**src/hw/rtl/bsfp_pkg.sv**
```systemverilog
// ----------------------------------------------------------------------------
// bsfp_pkg
// Shared widths, sizes and codes for the base status frame parser.
// ----------------------------------------------------------------------------
package bsfp_pkg;

   // Frame geometry
   localparam int FRAME_LEN   = 27;                  // payload bytes per frame
   localparam int SUM_LEN     = 26;                  // bytes covered by the checksum
   localparam int DECODE_LEN  = 15;                  // payload bytes 0..14 carry fields
   localparam int POS_W       = $clog2(FRAME_LEN);

   // Field widths
   localparam int BYTE_W      = 8;
   localparam int STATUS_W    = 2;
   localparam int MASK_W      = 4;
   localparam int VEL_W       = 8;
   localparam int IMU_W       = 17;

   // Offsets removed from raw values, and the reset value of the sync byte
   localparam logic [BYTE_W-1:0] VEL_OFFSET = 8'd128;
   localparam logic [IMU_W-1:0]  IMU_OFFSET = 17'd10000;
   localparam logic [BYTE_W-1:0] SYNC_RESET = 8'hFE;

   // Frame status codes
   typedef enum logic [STATUS_W-1:0] {
      STATUS_VALID     = 2'd0,
      STATUS_OVERCUR   = 2'd1,
      STATUS_CHK_ERROR = 2'd2
   } status_type;

   typedef logic [BYTE_W-1:0]         byte_type;
   typedef logic signed [VEL_W-1:0]   vel_type;
   typedef logic signed [IMU_W-1:0]   imu_type;

endpackage

```
**src/hw/rtl/bsfp_if.sv**
```systemverilog
// ----------------------------------------------------------------------------
// bsfp_if
// Valid/ready channels of the base status frame parser: received bytes in,
// decoded frame reports out.
// ----------------------------------------------------------------------------
interface bsfp_req_if;
   import bsfp_pkg::*;

   logic     valid;
   logic     ready;
   byte_type rx_byte;

   modport source (output valid, output rx_byte, input ready);
   modport sink   (input valid, input rx_byte, output ready);
endinterface

interface bsfp_rsp_if;
   import bsfp_pkg::*;

   logic                valid;
   logic                ready;
   logic [STATUS_W-1:0] frame_status;
   logic [MASK_W-1:0]   wheel_fault_mask;
   vel_type             vel_x;
   vel_type             vel_y;
   vel_type             vel_yaw;
   imu_type             accel_x;
   imu_type             accel_y;
   imu_type             accel_z;
   imu_type             gyro_x;
   imu_type             gyro_y;
   imu_type             gyro_z;

   modport source (output valid, output frame_status, output wheel_fault_mask,
                   output vel_x, output vel_y, output vel_yaw,
                   output accel_x, output accel_y, output accel_z,
                   output gyro_x, output gyro_y, output gyro_z, input ready);
   modport sink   (input valid, input frame_status, input wheel_fault_mask,
                   input vel_x, input vel_y, input vel_yaw,
                   input accel_x, input accel_y, input accel_z,
                   input gyro_x, input gyro_y, input gyro_z, output ready);
endinterface

```
**src/hw/rtl/base_status_frame_parser.sv**
```systemverilog
// ----------------------------------------------------------------------------
// base_status_frame_parser
// Hunts two sync bytes, stores the 27-byte payload in a frame memory and
// decodes one status report per frame from a read-back sweep of that memory.
// ----------------------------------------------------------------------------
//  channel | dir | handshake            | payload
//  --------+-----+----------------------+-----------------------------------
//  req     | in  | req.valid/req.ready  | rx_byte
//  rsp     | out | rsp.valid/rsp.ready  | frame_status, wheel_fault_mask,
//          |     |                      | vel_x/y/yaw, accel_x/y/z, gyro_x/y/z
//  csr     | in  | csr_we               | csr_wdata (sync byte)
//
//  One byte is taken per cycle while req.ready is high. A report follows the
//  last payload byte through a sweep over the frame memory's read port, the
//  registered read data, the wait and done states and one output register.
//  The last payload byte of a frame waits while the previous sweep or its
//  report is still pending; all other bytes are taken while rsp stalls.
//  Synchronous reset returns to sync hunting and sets the sync byte to 0xFE;
//  the frame memory is not cleared, every entry read is written first.
// ----------------------------------------------------------------------------
module base_status_frame_parser
   import bsfp_pkg::*;
(
   input  logic              clock,
   input  logic              reset,
   bsfp_req_if.sink          req,
   bsfp_rsp_if.source        rsp,
   input  logic              csr_we,
   input  logic [BYTE_W-1:0] csr_wdata
);

   typedef enum logic [2:0] {
      PH_HUNT1 = 3'b001,
      PH_HUNT2 = 3'b010,
      PH_DATA  = 3'b100
   } phase_type;

   typedef enum logic [3:0] {
      SW_IDLE = 4'b0001,
      SW_READ = 4'b0010,
      SW_WAIT = 4'b0100,
      SW_DONE = 4'b1000
   } sweep_type;

   localparam logic [POS_W-1:0] LAST_POS = POS_W'(FRAME_LEN - 1);
   localparam logic [POS_W-1:0] LAST_RD  = POS_W'(DECODE_LEN - 1);

   // Registers
   byte_type            sync_ff;
   phase_type           phase_ff, phase_in;
   logic [POS_W-1:0]    pos_ff, pos_in;
   byte_type            sum_ff, sum_in;
   logic                chk_ok_ff;
   sweep_type           sw_ff, sw_in;
   logic [POS_W-1:0]    rd_addr_ff;
   logic                rd_vld_ff;
   byte_type            rd_data_ff;
   byte_type            line_ff [DECODE_LEN];
   byte_type            mem [FRAME_LEN];

   logic                rsp_valid_ff;
   logic [STATUS_W-1:0] status_ff;
   logic [MASK_W-1:0]   mask_ff;
   vel_type             vel_ff [3];
   imu_type             imu_ff [6];

   logic accept, in_data, frame_last, wr_en, rd_en, load_out;
   logic [BYTE_W+1:0] wheel_sum;
   logic              is_overcur;
   logic [MASK_W-1:0] mask_now;

   assign accept     = req.valid && req.ready;
   assign in_data    = (phase_ff == PH_DATA);
   assign frame_last = in_data && (pos_ff == LAST_POS);
   assign wr_en      = accept && in_data;
   assign rd_en      = (sw_ff == SW_READ);
   assign load_out   = (sw_ff == SW_DONE) && (!rsp_valid_ff || rsp.ready);

   // Hold the closing byte while the previous frame is still being reported
   assign req.ready  = !frame_last || (sw_ff == SW_IDLE);

   // Sync register
   always_ff @(posedge clock) begin
      if (reset) begin
         sync_ff <= SYNC_RESET;
      end else if (csr_we) begin
         sync_ff <= csr_wdata;
      end
   end

   // Sync hunt and payload position
   always_comb begin
      phase_in = phase_ff;
      pos_in   = pos_ff;
      sum_in   = sum_ff;
      if (accept) begin
         case (phase_ff)
            PH_HUNT2: begin
               phase_in = (req.rx_byte == sync_ff) ? PH_DATA : PH_HUNT1;
               pos_in   = '0;
               sum_in   = '0;
            end
            PH_DATA: begin
               if (frame_last) begin
                  phase_in = PH_HUNT1;
                  pos_in   = '0;
                  sum_in   = '0;
               end else begin
                  pos_in = pos_ff + POS_W'(1);
                  sum_in = sum_ff + req.rx_byte;
               end
            end
            default: begin
               phase_in = (req.rx_byte == sync_ff) ? PH_HUNT2 : PH_HUNT1;
               pos_in   = '0;
               sum_in   = '0;
            end
         endcase
      end
   end

   always_ff @(posedge clock) begin
      if (reset) begin
         phase_ff <= PH_HUNT1;
         pos_ff   <= '0;
         sum_ff   <= '0;
      end else begin
         phase_ff <= phase_in;
         pos_ff   <= pos_in;
         sum_ff   <= sum_in;
      end
   end

   // Capture the checksum verdict with the closing byte
   always_ff @(posedge clock) begin
      if (accept && frame_last) begin
         chk_ok_ff <= (sum_ff == req.rx_byte);
      end
   end

   // Frame memory: write as bytes arrive, read back during the sweep.
   // The sweep reads entry k before the next frame, which needs two sync bytes
   // first, can write it, so the ports never touch the same entry in one cycle.
   always_ff @(posedge clock) begin
      if (wr_en) begin
         mem[pos_ff] <= req.rx_byte;
      end
      if (rd_en) begin
         rd_data_ff <= mem[rd_addr_ff];
      end
   end

   // Sweep sequencer
   always_comb begin
      sw_in = sw_ff;
      case (sw_ff)
         SW_IDLE: if (accept && frame_last) sw_in = SW_READ;
         SW_READ: if (rd_addr_ff == LAST_RD) sw_in = SW_WAIT;
         SW_WAIT: sw_in = SW_DONE;
         SW_DONE: if (load_out) sw_in = SW_IDLE;
         default: sw_in = SW_IDLE;
      endcase
   end

   always_ff @(posedge clock) begin
      if (reset) begin
         sw_ff      <= SW_IDLE;
         rd_addr_ff <= '0;
         rd_vld_ff  <= 1'b0;
      end else begin
         sw_ff      <= sw_in;
         rd_vld_ff  <= rd_en;
         if (rd_en) begin
            rd_addr_ff <= (rd_addr_ff == LAST_RD) ? '0 : rd_addr_ff + POS_W'(1);
         end
      end
   end

   // Shift read-back bytes into the decode line; byte k ends at tap k
   always_ff @(posedge clock) begin
      if (rd_vld_ff) begin
         for (int i = 0; i < DECODE_LEN - 1; i++) begin
            line_ff[i] <= line_ff[i+1];
         end
         line_ff[DECODE_LEN-1] <= rd_data_ff;
      end
   end

   // Overcurrent test and wheel mask
   assign wheel_sum  = (BYTE_W+2)'(line_ff[0]) + (BYTE_W+2)'(line_ff[1])
                     + (BYTE_W+2)'(line_ff[2]) + (BYTE_W+2)'(line_ff[3]);
   assign is_overcur = (wheel_sum == (BYTE_W+2)'(line_ff[4]));

   always_comb begin
      for (int i = 0; i < MASK_W; i++) begin
         mask_now[i] = (line_ff[i] == byte_type'(1));
      end
   end

   // Output register
   always_ff @(posedge clock) begin
      if (reset) begin
         rsp_valid_ff <= 1'b0;
      end else if (load_out) begin
         rsp_valid_ff <= 1'b1;
      end else if (rsp.ready) begin
         rsp_valid_ff <= 1'b0;
      end
   end

   always_ff @(posedge clock) begin
      if (load_out) begin
         mask_ff <= '0;
         for (int i = 0; i < 3; i++) begin
            vel_ff[i] <= '0;
         end
         for (int i = 0; i < 6; i++) begin
            imu_ff[i] <= '0;
         end
         if (is_overcur) begin
            status_ff <= STATUS_OVERCUR;
            mask_ff   <= mask_now;
         end else if (!chk_ok_ff) begin
            status_ff <= STATUS_CHK_ERROR;
         end else begin
            status_ff <= STATUS_VALID;
            for (int i = 0; i < 3; i++) begin
               vel_ff[i] <= vel_type'(line_ff[i] - VEL_OFFSET);
            end
            for (int i = 0; i < 6; i++) begin
               imu_ff[i] <= imu_type'({1'b0, line_ff[2*i+4], line_ff[2*i+3]} - IMU_OFFSET);
            end
         end
      end
   end

   assign rsp.valid            = rsp_valid_ff;
   assign rsp.frame_status     = status_ff;
   assign rsp.wheel_fault_mask = mask_ff;
   assign rsp.vel_x            = vel_ff[0];
   assign rsp.vel_y            = vel_ff[1];
   assign rsp.vel_yaw          = vel_ff[2];
   assign rsp.accel_x          = imu_ff[0];
   assign rsp.accel_y          = imu_ff[1];
   assign rsp.accel_z          = imu_ff[2];
   assign rsp.gyro_x           = imu_ff[3];
   assign rsp.gyro_y           = imu_ff[4];
   assign rsp.gyro_z           = imu_ff[5];

   // Checks
   a_no_port_clash: assert property (@(posedge clock) disable iff (reset)
      (wr_en && rd_en) |-> (pos_ff != rd_addr_ff))
      else $error("frame memory read and write hit the same entry");

   a_close_idle: assert property (@(posedge clock) disable iff (reset)
      (accept && frame_last) |-> (sw_ff == SW_IDLE))
      else $error("frame closed while previous sweep busy");

   a_report_from_sweep: assert property (@(posedge clock) disable iff (reset)
      $rose(rsp_valid_ff) |-> $past(sw_ff == SW_DONE))
      else $error("report raised without a finished sweep");

   a_sweep_start: assert property (@(posedge clock) disable iff (reset)
      (sw_ff == SW_IDLE && sw_in == SW_READ) |=> (rd_addr_ff == '0))
      else $error("sweep did not start at entry zero");

endmodule
```
**src/flat_wrapper.sv**
```systemverilog
// flat-port wrapper written by rule: the top's interface ports become plain ports
module base_status_frame_parser_flat import bsfp_pkg::*;
  (clock, reset, csr_we, csr_wdata, req_valid, req_rx_byte, req_ready, rsp_valid, rsp_frame_status, rsp_wheel_fault_mask, rsp_vel_x, rsp_vel_y, rsp_vel_yaw, rsp_accel_x, rsp_accel_y, rsp_accel_z, rsp_gyro_x, rsp_gyro_y, rsp_gyro_z, rsp_ready);
  bsfp_req_if req_i ();
  bsfp_rsp_if rsp_i ();
  input  logic clock;
  input  logic reset;
  input  logic csr_we;
  input  logic [BYTE_W-1:0] csr_wdata;
  input wire logic [$bits(req_i.valid)-1:0] req_valid;
  input wire logic [$bits(req_i.rx_byte)-1:0] req_rx_byte;
  output wire logic [$bits(req_i.ready)-1:0] req_ready;
  output wire logic [$bits(rsp_i.valid)-1:0] rsp_valid;
  output wire logic [$bits(rsp_i.frame_status)-1:0] rsp_frame_status;
  output wire logic [$bits(rsp_i.wheel_fault_mask)-1:0] rsp_wheel_fault_mask;
  output wire logic [$bits(rsp_i.vel_x)-1:0] rsp_vel_x;
  output wire logic [$bits(rsp_i.vel_y)-1:0] rsp_vel_y;
  output wire logic [$bits(rsp_i.vel_yaw)-1:0] rsp_vel_yaw;
  output wire logic [$bits(rsp_i.accel_x)-1:0] rsp_accel_x;
  output wire logic [$bits(rsp_i.accel_y)-1:0] rsp_accel_y;
  output wire logic [$bits(rsp_i.accel_z)-1:0] rsp_accel_z;
  output wire logic [$bits(rsp_i.gyro_x)-1:0] rsp_gyro_x;
  output wire logic [$bits(rsp_i.gyro_y)-1:0] rsp_gyro_y;
  output wire logic [$bits(rsp_i.gyro_z)-1:0] rsp_gyro_z;
  input wire logic [$bits(rsp_i.ready)-1:0] rsp_ready;
  assign req_i.valid = req_valid;
  assign req_i.rx_byte = req_rx_byte;
  assign req_ready = req_i.ready;
  assign rsp_valid = rsp_i.valid;
  assign rsp_frame_status = rsp_i.frame_status;
  assign rsp_wheel_fault_mask = rsp_i.wheel_fault_mask;
  assign rsp_vel_x = rsp_i.vel_x;
  assign rsp_vel_y = rsp_i.vel_y;
  assign rsp_vel_yaw = rsp_i.vel_yaw;
  assign rsp_accel_x = rsp_i.accel_x;
  assign rsp_accel_y = rsp_i.accel_y;
  assign rsp_accel_z = rsp_i.accel_z;
  assign rsp_gyro_x = rsp_i.gyro_x;
  assign rsp_gyro_y = rsp_i.gyro_y;
  assign rsp_gyro_z = rsp_i.gyro_z;
  assign rsp_i.ready = rsp_ready;
  base_status_frame_parser u_core (.clock(clock), .reset(reset), .req(req_i), .rsp(rsp_i), .csr_we(csr_we), .csr_wdata(csr_wdata));
endmodule
```
**config.mk**
```make
export PLATFORM = sky130hd
export DESIGN_NAME = base_status_frame_parser_flat
export DESIGN_NICKNAME = d
export VERILOG_FILES = /design/src/hw/rtl/bsfp_pkg.sv /design/src/hw/rtl/bsfp_if.sv /design/src/hw/rtl/base_status_frame_parser.sv /design/src/flat_wrapper.sv
export SDC_FILE = /design/constraint.sdc
export NUM_CORES = 1
export LEC_CHECK = 0
export BUFFER_PORTS_ARGS = -buffer_cell sky130_fd_sc_hd__buf_2
export CELL_PAD_IN_SITES_DETAIL_PLACEMENT = 2
export CELL_PAD_IN_SITES_GLOBAL_PLACEMENT = 2
export CORE_MARGIN = 4
export CORE_UTILIZATION = 43
export DETAILED_ROUTE_END_ITERATION = 7
export GPL_TIMING_DRIVEN = 0
export PLACE_DENSITY = 0.74
export SLEW_MARGIN = 20
export SYNTH_ARGS = -nofsm -noshare
export SYNTH_HDL_FRONTEND = slang
export SYNTH_SLANG_ARGS = --single-unit
```
**constraint.sdc**
```tcl
create_clock -name clock -period 17.46 [get_ports clock]
set_clock_uncertainty 0.05 [all_clocks]
set_input_delay 3.492 -clock clock [delete_from_list [all_inputs] [get_ports clock]]
set_output_delay 3.492 -clock clock [all_outputs]
set_load 0.05 [all_outputs]
```
Word level (Yosys, flattened, before mapping)
Memories as Yosys holds them, arrays and structs flattened. A register that Yosys moved wholly into a read port is not among the register bits. Cells that the tools add are included.

Register bits after elaboration: 42. Output and inout bits: 134. Memories kept: 4. Logic and storage cells: 105. Bits in writable memories: 462. Input bits: 21.

Mux-type cells: 35. Bitwise gates (word level): 9. Reductions and logical operators: 12. Add/subtract/negate cells: 15. Equal/unequal tests: 19.

Memory list: u_core.mem (words 27, width 8, rd ports 1, clocked after memory_dff 1, wr ports 1, line base_status_frame_parser.sv:59) `byte_type mem [FRAME_LEN];`; u_core.line_ff (words 15, width 8, rd ports 15, clocked after memory_dff 0, wr ports 15, line base_status_frame_parser.sv:58) `byte_type line_ff [DECODE_LEN];`; u_core.imu_ff (words 6, width 17, rd ports 6, clocked after memory_dff 0, wr ports 6, line base_status_frame_parser.sv:65) `imu_type imu_ff [6];`; u_core.vel_ff (words 3, width 8, rd ports 3, clocked after memory_dff 0, wr ports 3, line base_status_frame_parser.sv:64) `vel_type vel_ff [3];`.

Operator list (number): $mux W17 (6); $sub A16 B14 Y17 const B (6); $mux W8 (5); $eq A8 B1 Y1 const B (4); $sub A8 B8 Y8 const B (3); $add A10 B8 Y10 (2); $eq A8 B8 Y1 (2); $pmux W4 S4 (1); $mux W5 (3); $mux W1 (12); $mux W4 (3); $add A5 B1 Y5 const B (2); $eq A10 B8 Y1 (1); $add A8 B8 Y9 (1); $or A1 B1 Y1 (9); $add A8 B8 Y8 (1); $mux W3 (2); $ne A2 B2 Y1 const B (3); $pmux W3 S2 (1); $eq A5 B4 Y1 const B (1); $eq A5 B5 Y1 const B (1); $logic_and A1 B1 Y1 (5); $eq A4 B1 Y1 const B (1); $eq A4 B2 Y1 const B (1); 11 further kinds (14).

Longest topological paths before layout
An unclocked memory read counts as a cell.

Depth after elaboration: 9. Mapped depth: 20. Depth with buffers taken out: 18.

Worst setup path after synthesis
Ideal clock, no wire load.

Kind: input to register. Start: input port rsp_ready. End: memory u_core.imu_ff[0][16] (netlist name), data pin. Arrival time: 11.071 ns. Path buffers: 1. Setup time: 0.182 ns. Stages: 5. Path slack: 6.157 ns. Required time: 17.228 ns. Cells stage by stage: nand2b_1 nor2b_1 o311ai_4 buf_2 nor4b_1.

RTL lines: start: declaration (line flat_wrapper.sv:25) `input wire logic [$bits(rsp_i.ready)-1:0] rsp_ready;`; end: declaration (line base_status_frame_parser.sv:65).

Worst setup path in the final report
Start: register u_core.pos_ff[3]. End: output port req_ready.

Cells in the longest elaborated chain, start to end: 4.

Ends and longest elaborated chain: start: declaration (line base_status_frame_parser.sv:51) `logic [POS_W-1:0] pos_ff, pos_in;`; start signal: assignment (line base_status_frame_parser.sv:129) `pos_ff <= pos_in;`; $eq A5 B5 Y1 (line base_status_frame_parser.sv:74) `assign frame_last = in_data && (pos_ff == LAST_POS);`; $logic_and A1 B1 Y1 (line base_status_frame_parser.sv:74); $logic_not A1 Y1 (line base_status_frame_parser.sv:80) `assign req.ready = !frame_last || (sw_ff == SW_IDLE);`; $logic_or A1 B1 Y1 (line base_status_frame_parser.sv:80); end: declaration (line flat_wrapper.sv:12) `output wire logic [$bits(req_i.ready)-1:0] req_ready;`.

No other way between the ends.

==> metrics.cfg <==
[sta]
setup_viol = 0
timing.setup.tns_ns = 0
fin_ws_ns = 11.19
drv_slew = 0
tightestPinTransition_ns = 1.04
period_share_pct = 35.9
max_freq_mhz = 160
hold_viol_final = 0
period_minus_slack_ns = 6.27
grt_setup_unrepaired = no
slew_headroom_pct = 30.7

[die]
die-area_mm2 = 0.0519
start_util_pct = 43.5
coreArea_mm2 = 0.0477
fp.dieW_um = 228
rows = 80
die_h_um = 228
ios = 155

[logic_synthesis]
synth_seq_cells = 512
syn-instance-count = 1297
syn_nets = 1364
ys_types = 49
synth_commonest_cells = edfxtp_1, nor2_1, inv_1
synthesis.area_mm2 = 0.0208
yosysMostFrequentCell = edfxtp_1
yosys_warnings = 0
synth_top_area_cell = edfxtp_1
ys.flop_type = edfxtp_1
yosysTopAreaCellShare_pct = 68.9
syn_area_per_cell_um2 = 16.0
synthArstFlopShare_pct = 0
synth.area.top_cells = edfxtp_1, mux4_2, nor2_1
synth.yosys.seq_area_share_pct = 72.3
synth_edf_count = 477

[critical_path]
worstPathCellList = clkbuf_1 -> nand4b_1 -> nor2_1 -> nand2_1 -> buf_2
crit_path_end_kind = output port
crit_slowest_cell = nor2_1
crit_type = flip-flop to output port
worstPathRequired_ns = 13.92
cp_max_fo = 10
slowest_delay_ns = 0.52
cp_data_arrival_time_ns = 2.72
cp-start-kind = flip-flop

[clock_tree]
path_clk_slew_ns = 0.06
cts_made_buffers = 54
post-cts-setup-buffer-count = 0
insertion_delay_ns = 0.62
clockRootBuffer = clkbuf_16
cts_resized = 0
htree_num_levels = 2
holdBufCountCts = 0
cts_tree = yes
max-clock-path-buffers = 3
numClockSinks = 512

[pwr]
peakVddDrop_v = 0.0000770
leakage_nw = 7.89
finalPower_mw = 2.44
power_density_mw_per_mm2 = 101

[global_routing]
grt_pass1_vias = 13400
grt_util_met2_pct = 39.7
use_met1_pct = 26.4
grt_use_total_pct = 21.6
grt_first_pass_wirelength_um = 85900
antenna_found_initial = 2
grt_overflow_total = 0
grt_use_met3_pct = 3.32
grt-busiest-layer = met2
grt_max_degree = 55

[route]
drt_iter0_drc = 817
vias_per_cell = 5.47
firstDrtPassIters = 4
drcViolationCount = 0
wl_per_cell_um = 25.9
vias = 11900
final_antenna_net_count = 0
drt_wl_total_um = 56200

[placed_design]
io_buffers = 153
dp_cells = 2072
dp_hpwl_um = 39800
pre_cts_ws_ns = 11.11
place.gp.congestion = 0.782

[final_layout]
antennaDiodeCount = 0
syn2layout_area_growth_pct = 16.2
fill_cells = 4352
layout.nets = 1580
fin_util_pct = 50.6
final_cells = 2168
final_layout_size_suffix_gt1_share_pct = 21.7

[worst_hold_path]
worst_hold_path_type = flip-flop to flip-flop

[outcome]
status = completed

[job]
cap_violations = 0

-- power by group --
| part | switching, mW | internal (mW) | leakage [nW] | total (mW) |
|---|---|---|---|---|
| sequential | 0.000930 | 1.33 | 4.30 | 1.33 |
| clock | 0.479 | 0.607 | 0.810 | 1.09 |
| combinational | 0.0172 | 0.00560 | 2.78 | 0.0228 |
| total | 0.497 | 1.94 | 7.89 | 2.44 |
-- sequential cells by signal, indices dropped and copies added (netlist names), 2 cells and up --
register,cells
u_core.sum_ff,8
u_core.vel_ff,24
u_core.phase_ff,3
u_core.line_ff,120
u_core.mem,216
u_core.rd_data_ff,8
u_core.imu_ff,102
u_core.rsp.frame_status,2
u_core.pos_ff,5
u_core.rsp.wheel_fault_mask,4
u_core.sync_ff,8
u_core.rd_addr_ff,5
u_core.sw_ff,4
-- layout make-up --
class / count / area (µm²) / area share [%]
Tap cell: 615 / 769 / 3.19
Multi-Input combinational cell: 655 / 5290 / 21.9
Inverter: 89 / 334 / 1.38
Buffer: 41 / 164 / 0.679
Sequential cell: 512 / 15000 / 62.2
Timing Repair Buffer: 160 / 928 / 3.84
Clock buffer: 62 / 1410 / 5.85
Clock inverter: 34 / 233 / 0.963
-- per-layer routing --
layer  vias up  wire, µm
met4         2      1490
met3        89      2320
met5         -        13
met1      6223     22500
li1       5275         -
met2       269     29900
-- metrics by stage --
stage | hold WS (ns) | area (µm²)
finish | 0.366 | 24200
CTS | 0.370 | 24100
global route | 0.378 | 24200
floorplan | 0.350 | 20800
detailed placement | 0.355 | 22500
global placement | 0.353 | 22300
-- path summary, 6_finish.rpt --
kind,startpoint,end,slack [ns],cells after the start
worst max-delay path,u_core.pos_ff[3]$_SDFFE_PP0P_,req_ready,11.19,5
worst min-delay path,u_core.rd_data_ff[4]$_DFFE_PP_,u_core.line_ff[1][52]$_DFFE_PP_,0.37,0
worst max register to register,u_core.line_ff[0][2]$_DFFE_PP_,u_core.imu_ff[0][29]$_SDFFCE_PN0P_,11.85,17
worst min register to register,u_core.rd_data_ff[4]$_DFFE_PP_,u_core.line_ff[1][52]$_DFFE_PP_,0.37,0
-- worst max-delay path: cells and delay by family, from the launching register on --
kind          cells  cell delay (ns)
flops             1             0.31
buf+inv           2             0.70
simple gates      3             1.10
-- kinds of logic after synthesis --
kind of cell / after synthesis / synth area share, %
DFF: 512 / 72.3
muxes: 84 / 8.00
adders and majority gates: 46 / 3.17
buffers and inverters: 130 / 2.39
and+or+nand+nor: 342 / 7.61
xor gates and xnor gates: 83 / 3.50
AOI/OAI and AO/OA: 100 / 3.06
-- cell usage in the layout (no fill, tap or decap), types with 11 or more instances in the layout --
master	netlist	layout
clkbuf_16	0	55
buf_2	7	160
nand3_1	14	14
o21ai_0	21	21
clkbuf_1	30	36
edfxtp_1	477	477
mux4_2	64	64
clkinv_2	0	11
a21oi_1	38	38
clkinv_1	0	15
ha_1	35	35
mux2_2	17	17
inv_1	89	89
xnor2_1	45	45
xor2_1	38	38
dfxtp_1	35	34
nand2_1	45	45
nor4_1	14	14
fa_1	11	11
nor2_1	192	192
No activity file was read; power rests on OpenSTA's default activity.
